File: src/design/tafr_pkg.sv
package tafr_pkg;

   // Field widths
   localparam int TIME_BITS     = 48;
   localparam int DURATION_BITS = 32;
   localparam int LEVEL_BITS    = 8;
   localparam int DIST_BITS     = LEVEL_BITS + 1;

   // Elapsed time is held wide enough to compare against either field
   localparam int CMP_W  = (TIME_BITS > DURATION_BITS) ? TIME_BITS : DURATION_BITS;
   // Quotient bits: the quotient stays below the distance magnitude
   localparam int QUOT_W = DIST_BITS;
   localparam int PROD_W = DURATION_BITS + DIST_BITS;
   localparam int DIVR_W = DURATION_BITS + QUOT_W - 1;
   localparam int CNT_W  = $clog2(QUOT_W);

   localparam logic [LEVEL_BITS-1:0] LEVEL_RESET = 8'hFF;

   typedef enum logic [1:0] {
      MODE_TICK  = 2'd0,
      MODE_FADE  = 2'd1,
      MODE_STOP  = 2'd2,
      MODE_SET   = 2'd3
   } mode_type;

   typedef enum logic [2:0] {
      ST_IDLE,
      ST_EXEC,
      ST_CHECK,
      ST_DIV,
      ST_ROUND,
      ST_OUT
   } state_type;

endpackage

File: src/design/timed_alpha_fade_ramp_top.sv
// Linear alpha fade ramp. Each accepted beat (tick, start fade, stop or direct set)
// yields exactly one result beat carrying the alpha level, a changed flag, a fade
// done pulse and the fading flag. Start fade, stop, direct set and a tick outside a
// fade go from the execute state straight to the output state. A tick that ends a
// fade passes through execute, check and output. A tick inside a fade runs execute,
// check, divide, round, output: elapsed time is formed, elapsed times distance is
// multiplied once, and a single shared subtract-and-compare unit then works out the
// 9-bit quotient by the fade length one bit per cycle. The input is not ready until
// the result has been loaded into the output register; a waiting result holds back
// the next item.
module timed_alpha_fade_ramp_top (
   input  logic                                 clock,
   input  logic                                 reset,
   input  logic                                 req_valid,
   output logic                                 req_ready,
   input  logic [1:0]                           req_mode,
   input  logic [tafr_pkg::TIME_BITS-1:0]       req_time_now,
   input  logic [tafr_pkg::LEVEL_BITS-1:0]      req_target_level,
   input  logic [tafr_pkg::DURATION_BITS-1:0]   req_duration,
   output logic                                 rsp_valid,
   input  logic                                 rsp_ready,
   output logic [tafr_pkg::LEVEL_BITS-1:0]      rsp_level,
   output logic                                 rsp_changed,
   output logic                                 rsp_fade_done,
   output logic                                 rsp_fading
);

   tafr_pkg::state_type state_ff, state_in;

   // Captured item
   tafr_pkg::mode_type                     mode_ff, mode_in;
   logic [tafr_pkg::TIME_BITS-1:0]         now_ff, now_in;
   logic [tafr_pkg::LEVEL_BITS-1:0]        target_ff, target_in;
   logic [tafr_pkg::DURATION_BITS-1:0]     dur_ff, dur_in;
   logic [tafr_pkg::LEVEL_BITS-1:0]        before_ff, before_in;

   // Fade state
   logic [tafr_pkg::LEVEL_BITS-1:0]        level_ff, level_in;
   logic                                   active_ff, active_in;
   logic [tafr_pkg::LEVEL_BITS-1:0]        goal_ff, goal_in;
   logic [tafr_pkg::DIST_BITS-1:0]         dist_ff, dist_in;
   logic [tafr_pkg::TIME_BITS-1:0]         stamp_ff, stamp_in;
   logic [tafr_pkg::DURATION_BITS-1:0]     len_ff, len_in;

   // Ramp arithmetic
   logic [tafr_pkg::CMP_W-1:0]             elapsed_ff, elapsed_in;
   logic [tafr_pkg::PROD_W-1:0]            rem_ff, rem_in;
   logic [tafr_pkg::DIVR_W-1:0]            divr_ff, divr_in;
   logic [tafr_pkg::QUOT_W-1:0]            quot_ff, quot_in;
   logic [tafr_pkg::CNT_W-1:0]             cnt_ff, cnt_in;
   logic                                   done_ff, done_in;

   // Output register
   logic                                   ovalid_ff, ovalid_in;
   logic [tafr_pkg::LEVEL_BITS-1:0]        olevel_ff, olevel_in;
   logic                                   ochanged_ff, ochanged_in;
   logic                                   odone_ff, odone_in;
   logic                                   ofading_ff, ofading_in;

   // Combinational helpers
   logic [tafr_pkg::DIST_BITS-1:0]         new_dist;
   logic                                   neg;
   logic [tafr_pkg::DIST_BITS-1:0]         mag;
   logic [tafr_pkg::PROD_W-1:0]            trial;
   logic                                   trial_ok;
   logic signed [10:0]                     start_s;
   logic signed [10:0]                     step_s;
   logic signed [10:0]                     lvl_s;
   logic [tafr_pkg::LEVEL_BITS-1:0]        lvl_clamped;

   assign req_ready     = (state_ff == tafr_pkg::ST_IDLE);
   assign rsp_valid     = ovalid_ff;
   assign rsp_level     = olevel_ff;
   assign rsp_changed   = ochanged_ff;
   assign rsp_fade_done = odone_ff;
   assign rsp_fading    = ofading_ff;

   // Shared datapath pieces
   always_comb begin
      new_dist = {1'b0, target_ff} - {1'b0, level_ff};
      neg      = dist_ff[tafr_pkg::DIST_BITS-1];
      mag      = neg ? (~dist_ff + 1'b1) : dist_ff;
      trial    = rem_ff - tafr_pkg::PROD_W'(divr_ff);
      trial_ok = (rem_ff >= tafr_pkg::PROD_W'(divr_ff));
      start_s  = $signed({3'b000, goal_ff}) - $signed({{2{dist_ff[8]}}, dist_ff});
      step_s   = $signed({2'b00, quot_ff}) + $signed({10'd0, (neg && (rem_ff != '0))});
      lvl_s    = neg ? (start_s - step_s) : (start_s + step_s);
      if (lvl_s < 0) begin
         lvl_clamped = '0;
      end else if (lvl_s > 11'sd255) begin
         lvl_clamped = 8'hFF;
      end else begin
         lvl_clamped = lvl_s[7:0];
      end
   end

   // Sequencer: next state and register updates
   always_comb begin
      state_in    = state_ff;
      mode_in     = mode_ff;
      now_in      = now_ff;
      target_in   = target_ff;
      dur_in      = dur_ff;
      before_in   = before_ff;
      level_in    = level_ff;
      active_in   = active_ff;
      goal_in     = goal_ff;
      dist_in     = dist_ff;
      stamp_in    = stamp_ff;
      len_in      = len_ff;
      elapsed_in  = elapsed_ff;
      rem_in      = rem_ff;
      divr_in     = divr_ff;
      quot_in     = quot_ff;
      cnt_in      = cnt_ff;
      done_in     = done_ff;
      ovalid_in   = ovalid_ff && !rsp_ready;
      olevel_in   = olevel_ff;
      ochanged_in = ochanged_ff;
      odone_in    = odone_ff;
      ofading_in  = ofading_ff;

      case (state_ff)
         tafr_pkg::ST_IDLE: begin
            if (req_valid) begin
               mode_in   = tafr_pkg::mode_type'(req_mode);
               now_in    = req_time_now;
               target_in = req_target_level;
               dur_in    = req_duration;
               before_in = level_ff;
               done_in   = 1'b0;
               state_in  = tafr_pkg::ST_EXEC;
            end
         end
         tafr_pkg::ST_EXEC: begin
            state_in = tafr_pkg::ST_OUT;
            case (mode_ff)
               tafr_pkg::MODE_TICK: begin
                  if (active_ff) begin
                     elapsed_in = (now_ff >= stamp_ff) ?
                                  tafr_pkg::CMP_W'(now_ff - stamp_ff) : '0;
                     state_in   = tafr_pkg::ST_CHECK;
                  end
               end
               tafr_pkg::MODE_FADE: begin
                  dist_in  = new_dist;
                  stamp_in = now_ff;
                  len_in   = dur_ff;
                  if ((dur_ff == '0) || (new_dist == '0)) begin
                     level_in  = target_ff;
                     active_in = 1'b0;
                     done_in   = 1'b1;
                  end else begin
                     goal_in   = target_ff;
                     active_in = 1'b1;
                  end
               end
               tafr_pkg::MODE_STOP: begin
                  active_in = 1'b0;
               end
               tafr_pkg::MODE_SET: begin
                  level_in = target_ff;
               end
               default: begin
                  state_in = tafr_pkg::ST_OUT;
               end
            endcase
         end
         tafr_pkg::ST_CHECK: begin
            // Fade complete, or set up the product for the divider
            if ((len_ff == '0) || (elapsed_ff >= tafr_pkg::CMP_W'(len_ff))) begin
               level_in  = goal_ff;
               active_in = 1'b0;
               done_in   = 1'b1;
               state_in  = tafr_pkg::ST_OUT;
            end else begin
               rem_in   = tafr_pkg::PROD_W'(elapsed_ff[tafr_pkg::DURATION_BITS-1:0] * mag);
               divr_in  = {len_ff, {(tafr_pkg::QUOT_W-1){1'b0}}};
               quot_in  = '0;
               cnt_in   = tafr_pkg::CNT_W'(tafr_pkg::QUOT_W - 1);
               state_in = tafr_pkg::ST_DIV;
            end
         end
         tafr_pkg::ST_DIV: begin
            // One restoring step per cycle, MSB of the quotient first
            if (trial_ok) begin
               rem_in = trial;
            end
            quot_in = {quot_ff[tafr_pkg::QUOT_W-2:0], trial_ok};
            divr_in = divr_ff >> 1;
            cnt_in  = cnt_ff - 1'b1;
            if (cnt_ff == '0) begin
               state_in = tafr_pkg::ST_ROUND;
            end
         end
         tafr_pkg::ST_ROUND: begin
            // Falling ramps round the step up, rising ones down
            level_in = lvl_clamped;
            state_in = tafr_pkg::ST_OUT;
         end
         tafr_pkg::ST_OUT: begin
            if (!ovalid_ff || rsp_ready) begin
               ovalid_in   = 1'b1;
               olevel_in   = level_ff;
               ochanged_in = (level_ff != before_ff);
               odone_in    = done_ff;
               ofading_in  = active_ff;
               state_in    = tafr_pkg::ST_IDLE;
            end
         end
         default: begin
            state_in = tafr_pkg::ST_IDLE;
         end
      endcase
   end

   // Control and fade state registers
   always_ff @(posedge clock) begin
      if (reset) begin
         state_ff  <= tafr_pkg::ST_IDLE;
         ovalid_ff <= 1'b0;
         level_ff  <= tafr_pkg::LEVEL_RESET;
         active_ff <= 1'b0;
         goal_ff   <= '0;
         dist_ff   <= '0;
         stamp_ff  <= '0;
         len_ff    <= '0;
      end else begin
         state_ff  <= state_in;
         ovalid_ff <= ovalid_in;
         level_ff  <= level_in;
         active_ff <= active_in;
         goal_ff   <= goal_in;
         dist_ff   <= dist_in;
         stamp_ff  <= stamp_in;
         len_ff    <= len_in;
      end
   end

   // Payload registers
   always_ff @(posedge clock) begin
      mode_ff     <= mode_in;
      now_ff      <= now_in;
      target_ff   <= target_in;
      dur_ff      <= dur_in;
      before_ff   <= before_in;
      elapsed_ff  <= elapsed_in;
      rem_ff      <= rem_in;
      divr_ff     <= divr_in;
      quot_ff     <= quot_in;
      cnt_ff      <= cnt_in;
      done_ff     <= done_in;
      olevel_ff   <= olevel_in;
      ochanged_ff <= ochanged_in;
      odone_ff    <= odone_in;
      ofading_ff  <= ofading_in;
   end

`ifndef NO_ASSERTIONS
   // A completed fade is never still reported as running
   a_done_not_fading: assert property (@(posedge clock) disable iff (reset)
      rsp_valid |-> !(rsp_fade_done && rsp_fading))
      else $error("fade_done and fading both set");

   // One item at a time: no acceptance on the cycle after one
   a_one_in_flight: assert property (@(posedge clock) disable iff (reset)
      (req_valid && req_ready) |=> !req_ready)
      else $error("input accepted while busy");

   // The divider only runs during a fade
   a_div_needs_fade: assert property (@(posedge clock) disable iff (reset)
      (state_ff == tafr_pkg::ST_DIV) |-> active_ff)
      else $error("divider running outside a fade");
`endif

endmodule
File: config.mk
export PLATFORM = sky130hd
export DESIGN_NAME = timed_alpha_fade_ramp_top
export DESIGN_NICKNAME = d
export VERILOG_FILES = /design/src/design/tafr_pkg.sv /design/src/design/timed_alpha_fade_ramp_top.sv
export SDC_FILE = /design/constraint.sdc
export NUM_CORES = 1
export LEC_CHECK = 0
export ABC_AREA = 1
export BUFFER_PORTS_ARGS = -buffer_cell sky130_fd_sc_hd__buf_2
export CORE_MARGIN = 5
export CORE_UTILIZATION = 30
export DETAILED_ROUTE_END_ITERATION = 8
export GPL_ROUTABILITY_DRIVEN = 0
export PLACE_DENSITY = 0.57
export SETUP_SLACK_MARGIN = 0.05
export SLEW_MARGIN = 20
export SYNTH_ARGS = -nofsm -noshare
export SYNTH_HDL_FRONTEND = slang
export SYNTH_SLANG_ARGS = --single-unit
File: constraint.sdc
create_clock -name clock -period 6.29 [get_ports clock]
set_clock_uncertainty 0.15 [all_clocks]
set_input_delay 1.258 -clock clock [delete_from_list [all_inputs] [get_ports clock]]
set_output_delay 1.258 -clock clock [all_outputs]
set_load 0.02 [all_outputs]
==> impl_results.md, run 1 <==
- Clock share of power: 0.309
- CTS tree: yes
- DR WL/cell: 17.4 µm
- Port-buffer cells: 106
- Hold path cells: 0
- Critical path class: register to register
- Critical Path Source Type: register
- Vias in the first global route: around 26k
- Max transition margin: 0.314
- CTS sink count: 362
- Required @ worst endpoint: roughly 6500 ps
- Cells after synthesis: 3889
- Overall Global Routing Usage: 0.170
- Clock transition at the registers of the reported paths: 70 ps
- CTS H-tree depth: 2
- Hold Fails Final Rpt: 0
- Hold buffers post-CTS: 0
- Post-synth ARST share: 0
- Worst vdd ir: 0.212 mV
- Register area share after synthesis: 0.317
- Synth cell types: 59
- Hold WC Path Type: register to register
- Mapped Nets: about 4.4k
- FMAX: 168 MHz
- DR pass1 iterations: 6
- Most frequent cells in the layout: nand2_1, inv_1, nor2_1, a21oi_1, o21ai_0
- Layout Nets: 4516
- Die footprint: 109000 µm²
- Area Overhead vs Synth: 13.1%
- Die W: 331 µm
- Top Ports: 107
- Reg-to-Reg End: rem_ff[40]
- Flip-flop and latch count after synthesis: 362
- P_sw: 2.94 mW
- Clk_lat worst skew: between 600 and 700 ps
- Final ANT Viol Nets: 0
- Met1 Usage GRT: 0.243
- WP data arrival: approximately 6000 ps
- Met2 Track Usage GR: 0.270
- Area share of xor/xnor cells in the synthesized design: 0.0244
- Root Driver: clkbuf_16
- Post-layout util: 0.342
- Pwr dens: around 230 nW/µm²
- Simple-Gate Fraction of Synth Area: 0.192
- Design area: about 35000 µm²
- Post-synth EDFFs: 252
- HP Start: done_ff
- CTS buffer count: 43
- Hold Crit Endpoint: rsp_fade_done
- WL final: 93600 µm
- Avg Inst Size Synth: a little under 8 µm²
- Sw frac: 0.362
- GRT busiest layer: met2
- Detail Placement HPWL: between 70000 and 80000 µm
- Setup TNS: 0 ps
- Status: finished, final reports clean
- CP startpoint: dist_ff[1]
- Dpl cell area: ~33000 µm²
- Min Tclk post-route: just under 6000 ps
- Internal Power: between 5 and 6 mW
- Most common cell after layout, fill and taps aside: nand2_1
- Fill count: approximately 11k
- DRC Markers: 0
- Share of cells above drive strength 1: 0.0872
- DR iter-0 viols: approximately 2.2k
- Largest family of logic cells by synthesized area: adder cells
- Fin. max-slew vios: 0
- Period utilization: 0.946
- Largest net degree at the start of global routing: 98
- Compound-gate portion of the synthesized area: 0.140
- Leakage: roughly 16 nW
- Final setup violation count: 0
- Initial Util: 0.303
- Area of the core: 102000 µm²
- R2R cell count: 27
- First-pass GRT wire length: 147000 µm
- Die height: 331 µm
- Combinational Power Share: 0.340
- Row cnt: 117
- Vias per Instance: 4.87
- GR Util met3: 0.0291
- Initial antenna violation count: 3
- Total grt overflow: 0
- Area of the multi-input gates: approximately 18000 µm²
- Worst slew pin tran: 1020 ps
- DR vias: 26.3k
- Mapped Area: around 31000 µm²
- Main flop type after synthesis: edfxtp_1
- Mux share of post-synthesis cell area: 0.000365
- R2R Setup Slk: 340 ps
- Crit path capture type: register
- Max FO, Critical Path: 7
- Maxcap violations: 0
- Worst reg2reg startpoint: dist_ff[1]
- Sequential Power Share: 0.351
- Reg area: around 9800 µm²
- RSZ-0062 raised after global routing: yes
- Worst hold slack: 277 ps
- CTS Buffer Depth: 3
- Ys Warns: 0
- Adder-Cell Fraction of Synth Area: 0.228
[critical path, stage by stage, from the launching register on]
cell and delay (ps):
dfxtp_1 330, inv_2 90, ha_1 170, inv_1 50, nor2_1 110, inv_1 80, nor2_2 100, nand2_1 70
nand2_2 100, xor2_4 270, clkbuf_16 190, buf_4 190, nand2_1 90, fa_1 490, inv_1 50, fa_1 510
fa_1 520, fa_1 520, ha_1 370, inv_1 140, o21ai_0 150, o21bai_1 210, nor2_1 200, nor2_1 70
nor2_1 150, nand3_1 100, o21ai_1 190, nand2_1 60
[power by group through the flow]
| stage | Sequential, mW | Clock [mW] | Combinational [mW] |
|---|---|---|---|
| after floorplan | 2.86 | 0 | 1.93 |
| after global placement | 2.91 | 0 | 2.59 |
| after detailed placement | 2.91 | 0 | 2.62 |
| after CTS | 2.86 | 2.58 | 2.64 |
| after global routing | 2.87 | 2.68 | 3.13 |
| final | 2.86 | 2.51 | 2.77 |
[worst max-delay path by stage]
stage / to / slack, ps / cells past startpoint
after global routing: rem_ff[32] / 8 / 27
after floorplan: before_ff[0] / 240 / 2
after detailed placement: rem_ff[32] / 80 / 26
after CTS: rem_ff[32] / 50 / 26
after global placement: rem_ff[32] / 60 / 26
final: rem_ff[40] / 340 / 27
[cells by family after synthesis]
logic type,Yosys count
and+or+nand+nor,1418
muxes,1
xor gates and xnor gates,86
DFF,362
adders and majority gates,432
AOI/OAI and AO/OA,789
buffers and inverters,801
[stage by stage]
stage	power (mW)	cells	setup slack (ps)
detailed placement	5.53	5307	81.2
global route	8.67	5392	7.74
floorplan	4.78	3889	242
finish	8.14	5393	339
global placement	5.50	5307	59.3
CTS	8.07	5386	53.7
[area by class of cell]
type                            count  area share
Tap cell                         1368      0.0491
Clock inverter                     26     0.00800
Multi-Input combinational cell   2726       0.527
Clock buffer                       53      0.0319
Antenna cell                        1   0.0000718
Timing Repair Buffer              144      0.0265
Inverter                          713      0.0768
Sequential cell                   362       0.280
[layer usage]
layer / vias up / routed length (µm) / part of all wire
met5: - / 0 / 0
met4: 0 / 2290 / 0.024
met3: 130 / 6300 / 0.067
met2: 837 / 41500 / 0.44
met1: 12477 / 43500 / 0.46
li1: 12815 / - / -
[state kept, by name, summed over array words and instances, names as in the netlist, 2 cells and up]
| register | count |
|---|---|
| len_ff | 32 |
| cnt_ff | 4 |
| divr_ff | 40 |
| mode_ff | 2 |
| target_ff | 8 |
| state_ff | 3 |
| dur_ff | 32 |
| now_ff | 48 |
| level_ff | 8 |
| elapsed_ff | 48 |
| goal_ff | 8 |
| rem_ff | 41 |
| quot_ff | 9 |
| dist_ff | 9 |
| stamp_ff | 48 |
| rsp_level | 8 |
| before_ff | 8 |
[cell usage after synthesis (all sizes together) (25+ instances only)]
library cell,instances,share of area
a21oi,335,0.055
a31oi,35,0.0071
clkbuf,64,0.0078
dfxtp,110,0.071
edfxtp,252,0.25
fa,216,0.14
ha,216,0.088
inv,712,0.087
nand2,783,0.097
nand3,109,0.019
nand4,34,0.0071
nor2,400,0.049
nor3,25,0.0047
nor4,42,0.0092
o21ai,317,0.052
o21bai,26,0.0068
xnor2,28,0.0080
xor2,58,0.016
[timing repair]
item	4_1_cts	5_1_grt
setup buffers	0	5
setup endpoints to repair	0	22
resized for setup	0	65
(Power assumes the default switching activity.)
==> run 2, diff against run 1 <==
--- a/config.mk
+++ b/config.mk
@@ -6,13 +6,14 @@
 export NUM_CORES = 1
 export LEC_CHECK = 0
 export ABC_AREA = 1
-export BUFFER_PORTS_ARGS = -buffer_cell sky130_fd_sc_hd__buf_2
 export CORE_MARGIN = 5
 export CORE_UTILIZATION = 30
 export DETAILED_ROUTE_END_ITERATION = 8
+export DONT_BUFFER_PORTS = 1
 export GPL_ROUTABILITY_DRIVEN = 0
-export PLACE_DENSITY = 0.57
+export PLACE_DENSITY = 0.56
 export SETUP_SLACK_MARGIN = 0.05
+export SKIP_LAST_GASP = 1
 export SLEW_MARGIN = 20
 export SYNTH_ARGS = -nofsm -noshare
 export SYNTH_HDL_FRONTEND = slang
==> impl_results.md, run 2 (synthesized netlist as in run 1, its figures left out) <==
- Port-buffer cells: 0 (-100%)
- CTS tree: yes
- Detail Placement HPWL: 75600 µm (-0.15%)
- Pwr dens: 239 nW/µm² (+2.2%)
- Design area: 34300 µm² (-1.6%)
- Area of the core: 102000 µm² (unchanged)
- Delay-heaviest family, CP: adder cells
- Share of cells above drive strength 1: 0.0590 (-0.0283)
- WP data arrival: 6170 ps (about the same)
- Die height: 331 µm (unchanged)
- Leakage: 15.3 nW (-2.3%)
- Status: finished, final reports clean
- Clock transition at the registers of the reported paths: 70 ps (about the same)
- Required @ worst endpoint: 6460 ps (-50 ps)
- Area Overhead vs Synth: 11.2%
- WL final: 93700 µm (about the same)
- Final ANT Viol Nets: 0 (unchanged)
- Period utilization: 0.954 (+0.00746)
- Most frequent cells in the layout: nand2_1, inv_1, nor2_1, a21oi_1, o21ai_0
- Fin. max-slew vios: 0 (unchanged)
- DR vias: 25.9k (-1.2%)
- Initial Util: 0.303 (unchanged)
- Clk_lat worst skew: 590 ps (-20 ps)
- Overall Global Routing Usage: 0.170 (-0.000380)
- Hold WC Path Type: register to register
- Min Tclk post-route: 6000 ps (+46.9 ps)
- CTS sink count: 362 (unchanged)
- First-pass GRT wire length: 146000 µm (-0.63%)
- CTS buffer count: 42 (-2.3%)
- DP Worst Slack: 139 ps (+58.0 ps)
- Die footprint: 109000 µm² (unchanged)
- Die W: 331 µm (unchanged)
- Bufs and invs on worst path: 7 (unchanged)
- DR iter-0 viols: 2296 (+4.4%)
- DRC Markers: 0 (unchanged)
- Root Driver: clkbuf_16
- Crit path capture type: register
- FMAX: 167 MHz (-0.78%)
- Row cnt: 117 (unchanged)
- Vias per Instance: 4.91 (+0.76%)
- CTS Buffer Depth: 3 (unchanged)
- Slowest CP cell: fa_1
- Initial antenna violation count: 2 (-1)
- DR pass1 iterations: 6 (unchanged)
- CP max stage delay: 520 ps (about the same)
- RSZ-0062 raised after global routing: yes
- Dpl cell area: 32600 µm² (-1.5%)
- Critical path class: register to register
- Maxcap violations: 0 (unchanged)
- Max FO, Critical Path: 15 (+8)
- Worst vdd ir: 0.317 mV (+49%)
- CTS H-tree depth: 2 (unchanged)
- Worst slew pin tran: 1050 ps (+32.8 ps)
- Most common cell after layout, fill and taps aside: nand2_1
- Total grt overflow: 0 (unchanged)
- Hold buffers post-CTS: 0 (unchanged)
- Setup WS post-layout: 292 ps (-46.9 ps)
- Total power: 8.18 mW (+0.59%)
- Layout Nets: 4409 (-2.4%)
- Critical Path Source Type: register
- Largest net degree at the start of global routing: 90 (-8.2%)
- Max transition margin: 0.292 (-0.0220)
- DR WL/cell: 17.7 µm (+2.1%)
- Top Ports: 107 (unchanged)
- Final setup violation count: 0 (unchanged)
- Hold Fails Final Rpt: 0 (unchanged)
- Vias in the first global route: 25.2k (-2.1%)
- Biggest regs: elapsed_ff x48, now_ff x48, stamp_ff x48
[run 2: cell count changes in the layout (fill, tap and decap cells not counted), sizes merged]
cell	previous run	this run
inv	714	717
buf	143	37
clkinvlp	5	6
diode	1	3
clkbuf	54	50
bufinv	4	6
clkinv	16	13
[run 2: repair_timing]
| item | 4_1_cts | 5_1_grt |
|---|---|---|
| endpoints found under the setup margin | 0 | 22 |
| gates resized for setup | 0 | 43 |
| buffers inserted | 0 | 2 |
[run 2: path summary, 6_finish.rpt]
| kind | slack [ps] | end | from | cells after the start |
|---|---|---|---|---|
| worst max-delay path | 290 | rem_ff[38] | dist_ff[1] | 26 |
| worst min-delay path | 290 | rsp_fade_done | done_ff | 0 |
| worst max register to register | 290 | rem_ff[38] | dist_ff[1] | 26 |
| worst min register to register | 290 | rsp_fade_done | done_ff | 0 |
[run 2: through the flow]
| stage | utilization | cells | setup TNS (ps) | hold slack [ps] |
|---|---|---|---|---|
| 6_report | 0.337 | 5288 | 0 | 287 |
| 5_1_grt | 0.337 | 5285 | -20.0 | 288 |
| 4_1_cts | 0.334 | 5282 | 0 | 286 |
| 3_5_place_dp | 0.320 | 5204 | 0 | 270 |
| 3_3_place_gp | 0.320 | 5204 | 0 | 271 |
| 2_1_floorplan | - | 3889 | 0 | 250 |
[run 2: power breakdown]
group	total [mW]	leakage, nW	switching, mW	internal, mW
Clock	2.64	0.703	1.10	1.53
Combinational	2.68	11.3	1.72	0.953
Sequential	2.87	3.26	0.120	2.75
Total	8.18	15.3	2.95	5.23
[run 2: layout make-up]
class,instances,area (µm²)
antenna,3,7.51
clock buffer,49,1110
clock inverter,29,372
fill,10834,67600
inverter,713,2680
multi-input combinational,2726,18300
sequential,362,9770
tap,1368,1710
timing repair buffer,38,390
[run 2: worst register-to-register path, stage by stage (launching register included)]
cell and delay, ps:
dfxtp_1 330, inv_2 90, ha_1 160, inv_1 40, nor2_1 120, inv_1 70, nor2_1 120, nand2_1 80
nand2_2 100, xor2_4 220, buf_12 140, clkbuf_16 170, nand2_1 80, fa_1 490, inv_1 50, fa_1 500
fa_1 520, fa_1 490, ha_1 340, nand2_1 180, inv_1 60, a21oi_1 240, o21ai_0 190, a31oi_1 330
nand3_1 160, o21ai_1 250, nand2_1 70
[run 2: per-layer routing]
layer  vias up  wire [µm]  global-route usage
li1      12620          -                   -
met5         -          0                   0
met2       786      40500               0.262
met4         0       2300              0.0393
met1     12418      44800               0.249
met3       119       6210              0.0271
